===== config.mk =====
export PLATFORM = sky130hd
export DESIGN_NAME = base64_stream_decoder
export DESIGN_NICKNAME = d
export VERILOG_FILES = /design/src/rtl/core/b64d_pkg.sv /design/src/rtl/core/b64d_front.sv /design/src/rtl/core/b64d_cmdq.sv /design/src/rtl/core/b64d_back.sv /design/src/rtl/core/base64_stream_decoder.sv
export SDC_FILE = /design/constraint.sdc
export NUM_CORES = 1
export LEC_CHECK = 0
export BUFFER_PORTS_ARGS = -buffer_cell sky130_fd_sc_hd__buf_2
export CORE_MARGIN = 4
export CORE_UTILIZATION = 49
export DETAILED_ROUTE_END_ITERATION = 10
export PLACE_DENSITY_LB_ADDON = 0.25
export SYNTH_ARGS = -nofsm -noshare
export SYNTH_HDL_FRONTEND = slang
export SYNTH_SLANG_ARGS = --single-unit

===== constraint.sdc =====
create_clock -name clk -period 4 [get_ports clk]
set_input_delay 0.4 -clock clk [delete_from_list [all_inputs] [get_ports clk]]
set_output_delay 0.4 -clock clk [all_outputs]
set_load 0.02 [all_outputs]

===== src/rtl/core/b64d_pkg.sv =====
// Shared types, constants and the character lookup for the base64 stream decoder.
// No dependencies; every other file in rtl/core refers to it by scoped name.
package b64d_pkg;

	// Status codes carried on the closing item of a text
	localparam logic [1:0] STATUS_OK       = 2'd0;
	localparam logic [1:0] STATUS_BAD_CHAR = 2'd1;
	localparam logic [1:0] STATUS_LONE     = 2'd2;

	// Alphabet selection
	localparam logic MODE_STANDARD = 1'b0;
	localparam logic MODE_URL_SAFE = 1'b1;

	localparam logic [7:0] PAD_CHAR = 8'h3D;

	// Command queue between front and back
	localparam int CMDQ_DEPTH = 4;
	localparam int CMDQ_AW    = $clog2(CMDQ_DEPTH);

	typedef struct packed {
		logic [7:0] text_char;
		logic       text_end;
	} char_t;

	typedef struct packed {
		logic [7:0] data_byte;
		logic       byte_valid;
		logic [1:0] status;
		logic       frame_done;
	} result_t;

	// One decoded request: up to three bytes, first byte in the top bits,
	// optionally followed by the closing status item.
	typedef struct packed {
		logic [23:0] bytes;
		logic [1:0]  nbytes;
		logic        with_status;
		logic [1:0]  status;
	} cmd_t;

	// Map a character to {in_alphabet, six-bit value}
	function automatic logic [6:0] sextet_of(input logic [7:0] c, input logic url);
		logic [7:0] d;
		logic [6:0] r;
		d = 8'd0;
		r = 7'd0;
		if (c >= 8'h41 && c <= 8'h5A) begin
			d = c - 8'h41;
			r = {1'b1, d[5:0]};
		end else if (c >= 8'h61 && c <= 8'h7A) begin
			d = c - 8'h61 + 8'd26;
			r = {1'b1, d[5:0]};
		end else if (c >= 8'h30 && c <= 8'h39) begin
			d = c + 8'd4;
			r = {1'b1, d[5:0]};
		end else if (url == MODE_URL_SAFE) begin
			if (c == 8'h2D) r = {1'b1, 6'd62};
			else if (c == 8'h5F) r = {1'b1, 6'd63};
		end else begin
			if (c == 8'h2B) r = {1'b1, 6'd62};
			else if (c == 8'h2F) r = {1'b1, 6'd63};
		end
		return r;
	endfunction

endpackage


===== src/rtl/core/b64d_front.sv =====
// Front end: accepts characters, decodes them and keeps the per-text group state.
// Depends on b64d_pkg; pushes requests into b64d_cmdq.
module b64d_front (
	input  logic              clk,
	input  logic              arst_n,
	input  logic              cfg_we,
	input  logic              cfg_wdata,
	input  logic              push,
	input  b64d_pkg::char_t   char_item,
	output logic              full,
	input  logic              q_full,
	output logic              cmd_push,
	output b64d_pkg::cmd_t    cmd
);

	logic        mode_q;
	logic [17:0] group_q;
	logic [1:0]  held_q;
	logic        pad_q;
	logic [1:0]  err_q;

	logic        accept;
	logic [6:0]  sx;
	logic [17:0] group_n;
	logic [1:0]  held_n;
	logic        pad_n;
	logic [1:0]  err_n;
	logic [23:0] bytes_n;
	logic [1:0]  nbytes_n;

	assign full   = q_full;
	assign accept = push && !q_full;
	assign sx     = b64d_pkg::sextet_of(char_item.text_char, mode_q);

	// Decode one character and work out the bytes it releases
	always_comb begin
		group_n  = group_q;
		held_n   = held_q;
		pad_n    = pad_q;
		err_n    = err_q;
		bytes_n  = 24'd0;
		nbytes_n = 2'd0;
		if (err_q == b64d_pkg::STATUS_OK) begin
			if (mode_q == b64d_pkg::MODE_STANDARD && char_item.text_char == b64d_pkg::PAD_CHAR) begin
				pad_n = 1'b1;
			end else if (pad_q) begin
				err_n = b64d_pkg::STATUS_BAD_CHAR;
			end else if (!sx[6]) begin
				err_n = b64d_pkg::STATUS_BAD_CHAR;
			end else if (held_q == 2'd3) begin
				bytes_n  = {group_q, sx[5:0]};
				nbytes_n = 2'd3;
				group_n  = 18'd0;
				held_n   = 2'd0;
			end else begin
				group_n = {group_q[11:0], sx[5:0]};
				held_n  = held_q + 2'd1;
			end
		end
		// Close the text: flush a short tail or flag a lone value
		if (char_item.text_end && err_n == b64d_pkg::STATUS_OK) begin
			case (held_n)
				2'd1: err_n = b64d_pkg::STATUS_LONE;
				2'd2: begin
					bytes_n  = {group_n[11:4], 16'd0};
					nbytes_n = 2'd1;
				end
				2'd3: begin
					bytes_n  = {group_n[17:10], group_n[9:2], 8'd0};
					nbytes_n = 2'd2;
				end
				default: ;
			endcase
		end
	end

	assign cmd_push        = accept && (nbytes_n != 2'd0 || char_item.text_end);
	assign cmd.bytes       = bytes_n;
	assign cmd.nbytes      = nbytes_n;
	assign cmd.with_status = char_item.text_end;
	assign cmd.status      = err_n;

	// Hold mode; advance group state on each accepted character, clear it at text end
	always_ff @(posedge clk or negedge arst_n) begin
		if (!arst_n) begin
			mode_q  <= b64d_pkg::MODE_STANDARD;
			group_q <= 18'd0;
			held_q  <= 2'd0;
			pad_q   <= 1'b0;
			err_q   <= b64d_pkg::STATUS_OK;
		end else begin
			if (cfg_we) mode_q <= cfg_wdata;
			if (accept) begin
				if (char_item.text_end) begin
					group_q <= 18'd0;
					held_q  <= 2'd0;
					pad_q   <= 1'b0;
					err_q   <= b64d_pkg::STATUS_OK;
				end else begin
					group_q <= group_n;
					held_q  <= held_n;
					pad_q   <= pad_n;
					err_q   <= err_n;
				end
			end
		end
	end

endmodule


===== src/rtl/core/b64d_cmdq.sv =====
// Short request queue that decouples the decode front from the output back end.
// Depends on b64d_pkg for the request type and depth.
module b64d_cmdq (
	input  logic            clk,
	input  logic            arst_n,
	input  logic            wr_en,
	input  b64d_pkg::cmd_t  wr_cmd,
	output logic            q_full,
	input  logic            rd_en,
	output logic            head_valid,
	output b64d_pkg::cmd_t  head
);

	b64d_pkg::cmd_t                slot_q [b64d_pkg::CMDQ_DEPTH];
	logic [b64d_pkg::CMDQ_AW-1:0]  wr_ptr_q;
	logic [b64d_pkg::CMDQ_AW-1:0]  rd_ptr_q;
	logic [b64d_pkg::CMDQ_AW:0]    count_q;

	assign q_full     = count_q == (b64d_pkg::CMDQ_AW+1)'(b64d_pkg::CMDQ_DEPTH);
	assign head_valid = count_q != '0;
	assign head       = slot_q[rd_ptr_q];

	// Store requests
	always_ff @(posedge clk) begin
		if (wr_en) slot_q[wr_ptr_q] <= wr_cmd;
	end

	// Advance pointers and occupancy
	always_ff @(posedge clk or negedge arst_n) begin
		if (!arst_n) begin
			wr_ptr_q <= '0;
			rd_ptr_q <= '0;
			count_q  <= '0;
		end else begin
			if (wr_en) wr_ptr_q <= wr_ptr_q + 1'b1;
			if (rd_en) rd_ptr_q <= rd_ptr_q + 1'b1;
			case ({wr_en, rd_en})
				2'b10:   count_q <= count_q + 1'b1;
				2'b01:   count_q <= count_q - 1'b1;
				default: ;
			endcase
		end
	end

endmodule


===== src/rtl/core/b64d_back.sv =====
// Back end: splits each request into result items and holds them in an output register.
// Depends on b64d_pkg; reads requests from b64d_cmdq.
module b64d_back (
	input  logic             clk,
	input  logic             arst_n,
	input  logic             head_valid,
	input  b64d_pkg::cmd_t   head,
	output logic             rd_en,
	output logic             empty,
	input  logic             pop,
	output b64d_pkg::result_t result
);

	logic [1:0]          k_q;
	logic                out_valid_q;
	b64d_pkg::result_t   out_q;

	logic                load;
	logic                last_item;
	logic                is_byte;
	logic [7:0]          sel_byte;
	b64d_pkg::result_t   item;

	assign load      = head_valid && (!out_valid_q || pop);
	assign last_item = head.with_status ? (k_q == head.nbytes) : (k_q == head.nbytes - 2'd1);
	assign is_byte   = k_q < head.nbytes;
	assign rd_en     = load && last_item;

	// Pick the byte for the current slot of the request
	always_comb begin
		case (k_q)
			2'd0:    sel_byte = head.bytes[23:16];
			2'd1:    sel_byte = head.bytes[15:8];
			default: sel_byte = head.bytes[7:0];
		endcase
		if (is_byte) begin
			item.data_byte  = sel_byte;
			item.byte_valid = 1'b1;
			item.status     = b64d_pkg::STATUS_OK;
			item.frame_done = 1'b0;
		end else begin
			item.data_byte  = 8'd0;
			item.byte_valid = 1'b0;
			item.status     = head.status;
			item.frame_done = 1'b1;
		end
	end

	// Hold payload until popped
	always_ff @(posedge clk) begin
		if (load) out_q <= item;
	end

	// Advance the slot counter and the output valid flag
	always_ff @(posedge clk or negedge arst_n) begin
		if (!arst_n) begin
			k_q         <= 2'd0;
			out_valid_q <= 1'b0;
		end else begin
			if (load) k_q <= last_item ? 2'd0 : k_q + 2'd1;
			if (load) out_valid_q <= 1'b1;
			else if (pop) out_valid_q <= 1'b0;
		end
	end

	assign empty  = !out_valid_q;
	assign result = out_q;

endmodule


===== src/rtl/core/base64_stream_decoder.sv =====
// Top level of the base64 stream decoder: front decode, request queue, back end.
// Depends on b64d_pkg, b64d_front, b64d_cmdq and b64d_back.
//
//   channel   handshake       payload               accepted when
//   chars     push / full     char_item (char_t)    push && !full
//   results   empty / pop     result (result_t)     pop && !empty
//   config    cfg_we          cfg_wdata (mode)      cfg_we
//
// A character is taken every cycle while the four-entry request queue has room.
// Results leave one per cycle while they are popped; the output register is the
// only limit there, so a character that yields three or four results holds its
// queue entry until the last of them is loaded into the output register.
// Reset clears the mode to the standard alphabet, the group state and both queues.
module base64_stream_decoder (
	input  logic              clk,
	input  logic              arst_n,
	input  logic              cfg_we,
	input  logic              cfg_wdata,
	input  logic              push,
	input  b64d_pkg::char_t   char_item,
	output logic              full,
	output logic              empty,
	input  logic              pop,
	output b64d_pkg::result_t result
);

	logic            q_full;
	logic            cmd_push;
	b64d_pkg::cmd_t  cmd;
	logic            rd_en;
	logic            head_valid;
	b64d_pkg::cmd_t  head;

	b64d_front u_front (
		.clk       (clk),
		.arst_n    (arst_n),
		.cfg_we    (cfg_we),
		.cfg_wdata (cfg_wdata),
		.push      (push),
		.char_item (char_item),
		.full      (full),
		.q_full    (q_full),
		.cmd_push  (cmd_push),
		.cmd       (cmd)
	);

	b64d_cmdq u_cmdq (
		.clk        (clk),
		.arst_n     (arst_n),
		.wr_en      (cmd_push),
		.wr_cmd     (cmd),
		.q_full     (q_full),
		.rd_en      (rd_en),
		.head_valid (head_valid),
		.head       (head)
	);

	b64d_back u_back (
		.clk        (clk),
		.arst_n     (arst_n),
		.head_valid (head_valid),
		.head       (head),
		.rd_en      (rd_en),
		.empty      (empty),
		.pop        (pop),
		.result     (result)
	);

endmodule


---- Word level (Yosys, flattened, before mapping) ----
Memories as Yosys holds them, arrays and structs flattened.
Index checks and enable logic that the tools add are counted.
word-level totals
  bits in registers ....................... 46
  memory bits (writable) .................. 116
  input port bits ......................... 15
  output and inout bits ................... 14
  logic and storage cells ................. 130
  memories ................................ 1
memories
  name           words  width  read ports  clocked after Yosys merged registers in  wr ports  line             text
  u_cmdq.slot_q  4      29     1           0                                        1         b64d_cmdq.sv:14  b64d_pkg::cmd_t slot_q [b64d_pkg::CMDQ_DEPTH];
operators by class
  add/sub/neg operators ................... 11
  $lt $le $gt $ge ......................... 7
  eq/ne operators ......................... 17
  muxes and demuxes ....................... 53
  bitwise operators ....................... 1
  reduce and logical (&&, ||, !) cells .... 25
operator list
  operator                                                                count
  24-bit two-way mux                                                      6
  18-bit two-way mux                                                      6
  7-bit two-way mux                                                       8
  24-bit one-hot mux with 2 select lines                                  1
  2-bit two-way mux                                                       20
  8-bit by 6-bit == test with 1-bit output (second input constant)        4
  8-bit by 7-bit >= comparator with 1-bit output (second input constant)  2
  8-bit by 7-bit <= comparator with 1-bit output (second input constant)  2
  8-bit one-hot mux with 2 select lines                                   1
  2-bit nonzero test                                                      6
  1-bit logical AND                                                       9
  2-bit by 1-bit adder with 2-bit output (second input constant)          4
  2-bit == test (second input constant)                                   4
  8-bit by 7-bit == test with 1-bit output (second input constant)        1
  8-bit by 6-bit >= comparator with 1-bit output (second input constant)  1
  8-bit by 6-bit <= comparator with 1-bit output (second input constant)  1
  1-bit two-way mux                                                       8
  6-bit by 3-bit adder with 6-bit output (second input constant)          1
  6-bit by 5-bit adder with 6-bit output (second input constant)          1
  2-bit by 1-bit == test with 1-bit output (second input constant)        3
  2-bit logical NOT                                                       3
  3-bit one-hot mux with 2 select lines                                   1
  6-bit by 1-bit subtractor with 6-bit output (second input constant)     1
  6-bit subtractor (second input constant)                                1
  other kinds (15)                                                        19

---- Logic depth before layout (Yosys ltp) ----
  depth after elaboration ................. 19
  gate-level depth with buffers ........... 15
  gate-level depth less buffers ........... 13

---- By module ----
Synthesis repeated with hierarchy kept, for this count alone.
unflattened totals
  cells, all modules ...................... 539
  area total of the unflattened synthesis .. 7644.8 um^2
modules (own cells, without submodules)
  module      instances  cells an instance  area each (um^2)  sequential area each (um^2)
  b64d_cmdq   1          184                4575.6            3658.5
  b64d_front  1          287                2302.2            600.6
  b64d_back   1          68                 767.0             435.4

---- Worst setup path before layout ----
OpenSTA, ideal clock, no wires.
  path type ............................... input -> register
  start point ............................. input char_item[4] (netlist bit)
  end point ............................... memory u_cmdq.slot_q[0][0] (netlist bit) (enable)
  library setup time ...................... 0.415 ns
  data arrival time ....................... 3.219 ns
  required time ........................... 3.585 ns
  setup slack ............................. 0.366 ns
  stages .................................. 10
  buffers on the path ..................... 2
  path through ............................ clkbuf_1 > inv_1 > ha_1 > nor2b_1 > o21ai_0 > nand3_1 > a21oi_4 > buf_6 > a31oi_4 > nor2_1
on the way
  longest elaborated chain between the ends .. 19
  elaborated cells between the ends (all ways) .. 46
  classes of those cells .................. 6 x order compare; 7 x eq/ne; 24 x mux; 9 x reduce/logical
ends and longest elaborated chain
  element                                                                                                      line                                text
  start: declaration                                                                                           base64_stream_decoder.sv:20         input b64d_pkg::char_t char_item,
  8-bit by 6-bit == test with 1-bit output / 8-bit by 7-bit == test with 1-bit output (equally long branches)  b64d_pkg.sv:61, b64d_pkg.sv:58
  7-bit two-way mux (on tied branches)                                                                         b64d_pkg.sv:61, b64d_pkg.sv:58
  7-bit two-way mux (on tied branches)                                                                         b64d_pkg.sv:60, b64d_pkg.sv:57
  7-bit two-way mux                                                                                            b64d_pkg.sv:56                      end else if (url == MODE_URL_SAFE) begin
  7-bit two-way mux                                                                                            b64d_pkg.sv:53                      end else if (c >= 8'h30 && c <= 8'h39) begin
  7-bit two-way mux                                                                                            b64d_pkg.sv:50                      end else if (c >= 8'h61 && c <= 8'h7A) begin
  7-bit two-way mux                                                                                            b64d_pkg.sv:47                      if (c >= 8'h41 && c <= 8'h5A) begin
  2-bit two-way mux                                                                                            b64d_front.sv:48                    end else if (!sx[6]) begin
  [... 3 more ...]                                                                                             --
  2-bit == test / 2-bit logical NOT (equally long branches)                                                    b64d_front.sv:62, b64d_front.sv:61
  2-bit one-hot mux with 2 select lines / 1-bit logical AND (equally long branches)                            b64d_front.sv:62, b64d_front.sv:61
  2-bit two-way mux (*)                                                                                        b64d_front.sv:61                    if (char_item.text_end && err_n == b64d_pkg::STATUS_OK) begin
  2-bit nonzero test (*)                                                                                       b64d_front.sv:77                    assign cmd_push = accept && (nbytes_n != 2'd0 || char_item.text_end);
  1-bit logical OR (*)                                                                                         b64d_front.sv:77
  1-bit logical AND (*)                                                                                        b64d_front.sv:77
  1-bit two-way mux (*)                                                                                        b64d_cmdq.sv:25                     if (wr_en) slot_q[wr_ptr_q] <= wr_cmd;
  1-bit two-way mux (implied by the code) (*)                                                                  b64d_cmdq.sv:25
  end: declaration                                                                                             b64d_cmdq.sv:14
Every way passes the cells marked *; elsewhere a longest branch is shown, timed or not.

---- Worst setup path in the final report ----
  start point ............................. register u_cmdq.rd_ptr_q[0] (netlist bit)
  end point ............................... register u_cmdq.count_q[2] (netlist bit)
on the way
  longest elaborated chain between the ends .. 7
  elaborated cells between the ends (all ways) .. 10
  classes of those cells .................. 1 x add/sub; 4 x eq/ne; 2 x mux; 2 x reduce/logical; 1 x memory
ends and longest elaborated chain
  element                                                                             line                         text
  start: declaration                                                                  b64d_cmdq.sv:16              logic [b64d_pkg::CMDQ_AW-1:0] rd_ptr_q;
  start signal: assignment                                                            b64d_cmdq.sv:36              if (rd_en) rd_ptr_q <= rd_ptr_q + 1'b1;
  memory read 4 x 29 bit (*)                                                          --
  2-bit by 1-bit subtractor with 2-bit output                                         b64d_back.sv:25              assign last_item = head.with_status ? (k_q == head.nbytes) : (k_q == head.nbytes - 2'd1);
  2-bit == test                                                                       b64d_back.sv:25
  1-bit two-way mux (*)                                                               b64d_back.sv:25
  1-bit logical AND (*)                                                               b64d_back.sv:27              assign rd_en = load && last_item;
  net rd_en                                                                           base64_stream_decoder.sv:30  logic rd_en;
  2-bit by 1-bit == test with 1-bit output / 2-bit == test (equally long branches)    b64d_cmdq.sv:37              case ({wr_en, rd_en})
  3-bit one-hot mux with 2 select lines / 2-bit nonzero test (equally long branches)  --
  end signal: assignment                                                              b64d_cmdq.sv:38              2'b10: count_q <= count_q + 1'b1;
  end signal: assignment                                                              b64d_cmdq.sv:39              2'b01: count_q <= count_q - 1'b1;
  end: declaration                                                                    b64d_cmdq.sv:17              logic [b64d_pkg::CMDQ_AW:0] count_q;
Mark *: on every way through the listed nets, which the timed path passes. The rest lies on a longest branch.
A chain may end at the register's enable or synchronous reset.

==> out/results.txt <==
Final Max Slew Viols -> 0
Share of layout cells above drive strength 1 -> 21.5%
Routability congestion estimate from global placement -> 0.875
Clock buffers created by TritonCTS -> 17
Number of synthesized flops with an enable pin -> 128
Cell area after technology mapping -> 7520 µm²
Gate Count Post-Synth -> 509
Max Clk Rate -> 319 MHz
Power share of the sequential group -> 41.2%
Instance area after placement -> 7850 µm²
WL per Instance -> 20.7 µm
Max-slew headroom -> 40.8%
Critical Path End Type -> flip-flop
# clock sinks -> 162
CTS H-tree lvls -> 4
Setup violation total in the final timing report -> 0
Number of register bits inferred by synthesis -> 162
Layout area overhead -> 12.1%
Internal -> 3.71 mW
Root Driver -> sky130_fd_sc_hd__clkbuf_16
Combinational power share -> 30.7%
Crit-path max FO -> 7
Skew final -> 0.0167 ns
Dpl hpwl -> 10,100 µm
Post-CTS resize count -> 0
Fraction of registers with async set or reset after synthesis -> 21.0%
Global-route wire length before repair -> 24,400 µm
Count of synthesis-stage warnings from yosys -> 0
Fin crit period -> 3.13 ns
Post-synthesis net count -> 543
Overall track demand over capacity in global routing -> 18.1%
Leading cell type in the layout, fill and taps excluded -> sky130_fd_sc_hd__edfxtp_1
Placeable core region -> 15,100 µm²
Total Nets Final -> 574
Result of the run -> finished clean
Leading cell types in the layout, fill and taps excluded -> sky130_fd_sc_hd__edfxtp_1, sky130_fd_sc_hd__dfrtp_1, sky130_fd_sc_hd__inv_1, sky130_fd_sc_hd__mux4_2, sky130_fd_sc_hd__buf_2
Horizontal extent of the die -> 132 µm
Maximum number of pins on one net before global-route repair -> 35
Clock network latency to the later pin of the worst-skew pair -> 0.42 ns
Unique masters post-synth -> 66
Initial cell density of the core -> 49.7%
Final Hold Fails -> 0
Detailed-routing iteration count for the pre-antenna-repair pass -> 5
Number of DRC violations after detailed-routing iteration 0 -> 454
Synthesized area divided by synthesized cell count -> 14.8 µm²
Largest area contributor in the netlist -> sky130_fd_sc_hd__edfxtp_1
Slack of the worst reg-to-reg path -> 0.87 ns
Maximum clock path buffer count -> 2
Worst setup SP type -> flip-flop
Total setup buffers inserted after CTS -> 0
Tightest Hold Check Type -> in2async
Final routed wirelength across all metal layers -> 15,300 µm
Max-cap viol count -> 0
Critical path arrival -> 3.47 ns
Initial antenna violation count -> 0
Tightest Pin Transition -> 0.883 ns
Cell count after placement -> 709
Number of nets still failing antenna checks after routing -> 0
Power per unit of standard cell area -> 657 nW/µm²
Primary flip-flop cell chosen by synthesis mapping -> sky130_fd_sc_hd__edfxtp_1
Antenna cells -> 0
Finished Layout Cells -> 741
Unrepaired setup endpoints after global routing -> no
Crit share post-route -> 78.3%
Post-route DRC -> 0
Number of global-route vias before repair -> 4,380
Die outline area -> 17,400 µm²
Fraction of power spent switching nets -> 33.0%
Setup total negative slack -> 0 ns
Static Leakage -> 3.19 nW
I/O Pins -> 29
Congestion Overflow GR -> 0
Portion of total power attributed to the clock network -> 28.2%
CTS tree -> done
Pwr Total -> 5.54 mW
Maximum vdd ir drop -> 0.000314 V
Floorplan die height -> 132 µm
Area contributors post-synth -> sky130_fd_sc_hd__edfxtp_1, sky130_fd_sc_hd__dfrtp_1, sky130_fd_sc_hd__mux4_2
Required @ worst endpoint -> 4.34 ns
Number of port buffers -> 28
Fraction of the yosys area taken by sequential cells -> 62.4%
Clk pin slew, worst setup/hold paths -> 0.06 ns
Routed via count divided by cell count -> 6.02
Final core utilization -> 55.7%
Hold buffer count at cts -> 0
Final design area excluding fillers -> 8430 µm²
Number of fill cells -> 1,201
Start-to-end type of the worst setup path -> reg2reg
Net switching power -> 1.83 mW
# rows -> 45
Area share of the leading cell type in the synthesized netlist -> 51.1%
Number of vias in the routed layout -> 4,463
## metrics by stage
step / hold WS, ns / setup WS (ns)
after floorplan: 0.104 / 0.366
after global placement: 0.478 / 0.682
after detailed placement: 0.495 / 0.565
after CTS: 0.0845 / 0.819
after global routing: 0.106 / 0.656
final: 0.0700 / 0.869
## path summary, 6_finish.rpt
| path | start | to | cells past startpoint |
|---|---|---|---|
| setup / recovery | u_cmdq.rd_ptr_q[0] | u_cmdq.count_q[2] | 10 |
| hold / removal | arst_n | u_cmdq.count_q[0] | 1 |
| setup reg to reg | u_cmdq.rd_ptr_q[0] | u_cmdq.count_q[2] | 10 |
| hold reg to reg | u_cmdq.count_q[0] | u_cmdq.count_q[0] | 1 |
| max in group asynchronous | arst_n | u_cmdq.rd_ptr_q[0] | 1 |
| min in group clk | pop | u_back.out_valid_q | 2 |
## state kept, by name, summed over array words and instances, names as in the netlist
register and count:
u_front.mode_q 1, u_cmdq.count_q 3, u_back.k_q 2, u_back.result 12, u_back.out_valid_q 1, u_front.held_q 2
u_cmdq.rd_ptr_q 2, u_cmdq.wr_ptr_q 2, u_front.pad_q 1, u_front.err_q 2, u_front.group_q 18, u_cmdq.slot_q 116
## synth_stat cells, types with 5 or more instances
cell                       instances
sky130_fd_sc_hd__ha_1             18
sky130_fd_sc_hd__clkbuf_1         10
sky130_fd_sc_hd__buf_2             7
sky130_fd_sc_hd__o211ai_1          5
sky130_fd_sc_hd__nand3_1          12
sky130_fd_sc_hd__a22o_1           20
sky130_fd_sc_hd__and2_1           10
sky130_fd_sc_hd__edfxtp_1        128
sky130_fd_sc_hd__mux4_2           29
sky130_fd_sc_hd__a21oi_1          18
sky130_fd_sc_hd__nor2b_1           8
sky130_fd_sc_hd__nor3_1            6
sky130_fd_sc_hd__o211a_1           5
sky130_fd_sc_hd__nor2_1           23
sky130_fd_sc_hd__a221o_1           9
sky130_fd_sc_hd__o22ai_1           5
sky130_fd_sc_hd__a22oi_1          11
sky130_fd_sc_hd__inv_1            29
sky130_fd_sc_hd__dfrtp_1          34
sky130_fd_sc_hd__xnor2_1           6
sky130_fd_sc_hd__nand2_1          26
sky130_fd_sc_hd__o21ai_0          14
## metal layers
| layer | track usage (%) | vias up | routed length (µm) |
|---|---|---|---|
| met2 | 28.2 | 111 | 7310 |
| met4 | 5.08 | 0 | 189 |
| li1 | - | 2061 | - |
| met3 | 3.82 | 21 | 642 |
| met1 | 25.9 | 2270 | 7200 |
| met5 | 0 | - | 0 |
## layout make-up
| cell class | instances | area (µm²) | area share, % |
|---|---|---|---|
| flip-flops and latches | 162 | 4700 | 55.7 |
| multi-input cells | 292 | 2600 | 30.9 |
| clock buffers | 17 | 425 | 5.05 |
| well taps | 188 | 235 | 2.79 |
| repair buffers | 37 | 208 | 2.46 |
| clock inverters | 15 | 151 | 1.80 |
| inverters | 30 | 113 | 1.34 |
## logic make-up (layout without fill, tap and decap cells)
group                      count (synthesis)  count (layout)  share of synthesized area, %
AOI/OAI and AO/OA                        123             123                          12.9
xor gates and xnor gates                  11              11                          1.46
adders and majority gates                 19              19                          3.26
buffers and inverters                     55              99                          3.13
DFF                                      162             162                          62.4
muxes                                     33              33                          9.28
and+or+nand+nor                          106             106                          7.55
## power by group through the flow
stage                     sequential (mW)  combinational [mW]  clock, mW
after floorplan                      2.35                1.21          0
after global placement               2.30                1.70          0
after detailed placement             2.32                1.73          0
after CTS                            2.28                1.74       1.59
after global routing                 2.31                1.87       1.67
final                                2.28                1.70       1.56
## critical path: stages, from the launching register on
cell and delay, ns:
sky130_fd_sc_hd__dfrtp_2 0.47, sky130_fd_sc_hd__mux4_2 0.56, sky130_fd_sc_hd__ha_1 0.31, sky130_fd_sc_hd__o31ai_1 0.34
sky130_fd_sc_hd__and2_1 0.29, sky130_fd_sc_hd__ha_1 0.22, sky130_fd_sc_hd__inv_1 0.06, sky130_fd_sc_hd__fa_1 0.38
sky130_fd_sc_hd__xor2_1 0.15, sky130_fd_sc_hd__nor2_1 0.11, sky130_fd_sc_hd__xor2_1 0.16
Power figures use the tool's default switching activity.
